File: config.mk
export PLATFORM = sky130hd
export DESIGN_NAME = sia_cell
export DESIGN_NICKNAME = d
export VERILOG_FILES = /design/src/design/sia_pkg.sv /design/src/design/sia_cell.sv
export SDC_FILE = /design/constraint.sdc
export NUM_CORES = 1
export LEC_CHECK = 0
export ABC_AREA = 1
export ABC_CLOCK_PERIOD_IN_PS = 2900
export BUFFER_PORTS_ARGS = -buffer_cell sky130_fd_sc_hd__buf_2
export CAP_MARGIN = 30
export CORE_ASPECT_RATIO = 0.8
export CORE_UTILIZATION = 35
export DETAILED_ROUTE_END_ITERATION = 12
export GPL_ROUTABILITY_DRIVEN = 0
export PLACE_DENSITY = 0.6
export SYNTH_ARGS = -nofsm -noshare
export SYNTH_HDL_FRONTEND = slang
export SYNTH_SLANG_ARGS = --single-unit
File: constraint.sdc
create_clock -name clk -period 2.9 [get_ports clk]
set_clock_uncertainty 0.05 [all_clocks]
set_input_delay 0.435 -clock clk [delete_from_list [all_inputs] [get_ports clk]]
set_output_delay 0.435 -clock clk [all_outputs]
set_load 0.02 [all_outputs]
File: src/design/sia_pkg.sv
// Package: operation codes, status codes and divider cell types for the integer ALU.
`timescale 1ns / 1ps
package sia_pkg;

  localparam int DataW  = 32;
  localparam int StageN = DataW;

  typedef enum logic [3:0] {
    OP_SET   = 4'd0,
    OP_SUB   = 4'd1,
    OP_ADD   = 4'd2,
    OP_MUL   = 4'd3,
    OP_DIV   = 4'd4,
    OP_MOD   = 4'd5,
    OP_AND   = 4'd6,
    OP_OR    = 4'd7,
    OP_XOR   = 4'd8,
    OP_SETB  = 4'd9,
    OP_CLRB  = 4'd10
  } op_t;

  typedef enum logic [1:0] {
    ST_OK    = 2'd0,
    ST_DIV0  = 2'd1,
    ST_BADOP = 2'd2
  } status_t;

  // One word traveling down the divider chain, with the finished result beside it.
  typedef struct packed {
    logic              vld;
    logic              is_div;
    logic              neg_q;
    logic              neg_r;
    logic [DataW-1:0]  rem;
    logic [DataW-1:0]  quo;
    logic [DataW-1:0]  dvs;
    logic [DataW-1:0]  res;
    status_t           st;
  } cell_t;

endpackage

File: src/design/sia_cell.sv
// One divider cell: a single restoring step on the word passing through.
`timescale 1ns / 1ps
module sia_cell (
  input  logic           clk,
  input  logic           rst_n,
  input  sia_pkg::cell_t d_in,
  output sia_pkg::cell_t d_out
);
  import sia_pkg::*;

  cell_t             d_out_r;
  cell_t             d_out_nxt;
  logic [DataW:0]    trial;
  logic [DataW:0]    diff;

  always_comb begin
    d_out_nxt = d_in;
    trial     = {d_in.rem, d_in.quo[DataW-1]};
    diff      = trial - {1'b0, d_in.dvs};
    d_out_nxt.quo = {d_in.quo[DataW-2:0], ~diff[DataW]};
    d_out_nxt.rem = diff[DataW] ? trial[DataW-1:0] : diff[DataW-1:0];
  end

  always_ff @(posedge clk) begin
    if (!rst_n) begin
      d_out_r.vld <= 1'b0;
    end else begin
      d_out_r.vld <= d_in.vld;
    end
    d_out_r.is_div <= d_out_nxt.is_div;
    d_out_r.neg_q  <= d_out_nxt.neg_q;
    d_out_r.neg_r  <= d_out_nxt.neg_r;
    d_out_r.rem    <= d_out_nxt.rem;
    d_out_r.quo    <= d_out_nxt.quo;
    d_out_r.dvs    <= d_out_nxt.dvs;
    d_out_r.res    <= d_out_nxt.res;
    d_out_r.st     <= d_out_nxt.st;
  end

  assign d_out = d_out_r;
endmodule

==> metrics <==
f_max=463.3 MHz; drt total wl=17.03 mm; first-pass GRT wire length=27.10 mm; detailed-route via count=5628; Starting Density=36.45%; Fin. Hold Viols=0; CP arrival=2.47 ns; HP Class=input pin to register; FF+latch area=2683 sq um; WL/cell=12.82 um; overall global routing resource usage=20.19%; Pre-Repair DR Iteration Count=5; period utilization=74.43%; Tmin final=2.158 ns; CP bufs+invs=2; Crit-path slowest cell=fa_1; met1 usage=26.25%; H-tree depth=4; CTS resizes=0; # DRC=0; Fill cells=1673; crit path kind=input pin to register; Num CTS Buffers=17; Finish-stage setup viols=0; hold slack=0.06339 ns; Max-Cap Viols=0; worst slew pin tran=0.3755 ns; #FFs+latches synth=134; Slew Viols, Final=0; Yosys warnings=0; HPWL Detailed=13.99 mm; crit-path max FO=33; Peak VDD IR=0.3259 mV; Final Cell Area=7995 sq um; clk buf depth=2; GR Overflow Total=0; cell breakdown of the critical path=buf_2 -> ha_1 -> fa_1 -> inv_1 -> nand2_1 -> nand2_1 -> nand3_1 -> nand2_2 -> nand2_1 -> nand2_2 -> nand2_2 -> nand2_2 -> nand2_2 -> nand2_4 -> nand2_1 -> nand2_1; Post-CTS Setup Bufs=0; Rows=41; critical path's largest stage delay=0.41 ns; status=finished, final reports clean; met2 GRT Util=32.20%; initial antenna violation count=0; Leak=4.798 nW; max FFs per register=134; RSZ-0062 raised after global routing=false; Critical Path Start Type=input pin; DRT iter0 DRCs=211; required time of the worst setup path=3.21 ns; CTS tree=built; root buf cell=clkbuf_16; crit end category=register; largest net degree at the start of global routing=34; Final ANT Viol Nets=0; relative slew slack=74.97%; layout cells sized above 1=28.46%; post-synth cell types=25; Die Ht=117.7 um; area leader, netlist=dfxtp_1; power density of the placed cells=667.5 nW/um^2; CP delay by family, top=simple AND/OR/NAND/NOR gates; Area after DPL=7412 sq um; Post-Syn Area per Cell=7.147 sq um; CTS sink count=134; area of the multi-input gates=2514 sq um; GR Util met3=5.930%; clk slew on worst S/H paths=0.06 ns; IO Pins=270; PortBufs=269; Die W=146.6 um; Via density=4.235; CTS Hold Buffers Added=0; number of global-route vias before repair=5388; Synth Net Count=988; register area share after synthesis=45.83%; die area=17250 sq um; Setup TNS=0 ns; n_diodes=0; area delta synth->final=36.60%; Mapped Area=5853 sq um; nets=1270; Synth area leaders=dfxtp_1 (46%), nand2_1 (22%), inv_1 (10%); core area=16060 sq um; cells after synthesis=819; top-area cell type share of the netlist area=45.83%; Tot Pwr=0.005337 W; Most Used Layer, Global Route=met2; Final Util=49.79%
==> cell type report <==
cell class | instances | share of cell area (%)
Multi-Input combinational cell | 519 | 31.44
Sequential cell | 134 | 33.55
Clock buffer | 17 | 5.321
Tap cell | 215 | 3.365
Clock inverter | 15 | 1.972
Inverter | 160 | 7.512
Timing Repair Buffer | 269 | 16.84
==> cell usage after synthesis <==
library cell / n
ha_1: 32
and2_1: 4
xor2_1: 14
or2_2: 1
nand3_1: 31
nand4_1: 8
inv_1: 158
a21oi_2: 2
inv_2: 2
a21oi_1: 23
nand2_1: 336
o21bai_1: 7
nor2_2: 1
fa_1: 1
nor2_1: 38
dfxtp_1: 134
or2_1: 1
buf_4: 3
nand2_4: 2
and3_1: 1
buf_6: 3
nand2_2: 8
nor3_1: 6
nand3b_1: 2
xnor2_1: 1
==> power by group <==
group | switching [W] | internal, W
sequential | 0.0000341 | 0.00200
combinational | 0.000763 | 0.000391
clock | 0.000925 | 0.00122
total | 0.00172 | 0.00362
==> metal layers <==
| metal | vias to the layer above | part of all wire (%) |
|---|---|---|
| li1 | 3008 | - |
| met1 | 2406 | 47 |
| met2 | 196 | 44 |
| met3 | 18 | 7.2 |
| met4 | 0 | 1.3 |
| met5 | - | 0 |
==> layout by cell type, fill, tap and decap left out, drive strengths merged, types with 4 or more instances in the layout <==
cell type and count:
xor2 14, nor2 39, nand3 31, a21oi 25, ha 32, nand4 8
nor3 6, buf 269, clkbuf 17, inv 170, and2 4, nand2 346
dfxtp 134, o21bai 7
==> metrics by stage <==
step / instances / setup WS [ns]
global placement: 1297 / 0.4088
detailed placement: 1297 / 0.2987
floorplan: 819 / 0.7213
finish: 1329 / 0.7416
CTS: 1329 / 0.7281
global route: 1329 / 0.5178
==> final timing paths <==
kind                     start  slack, ns                 end  cells after the start
worst max-delay path  d_in[34]       0.74  d_out[120]$_DFF_P_                     16
worst min-delay path  d_in[67]       0.06   d_out[68]$_DFF_P_                      1
==> cell families after synthesis <==
group / share of synthesized area, %
flip-flops: 45.83
adder cells (fa/ha/maj): 7.183
AO/OA/AOI/OAI: 3.164
buffers and inverters: 11.22
AND/OR/NAND/NOR: 30.36
XOR/XNOR: 2.245
Power figures use the tool's default switching activity.
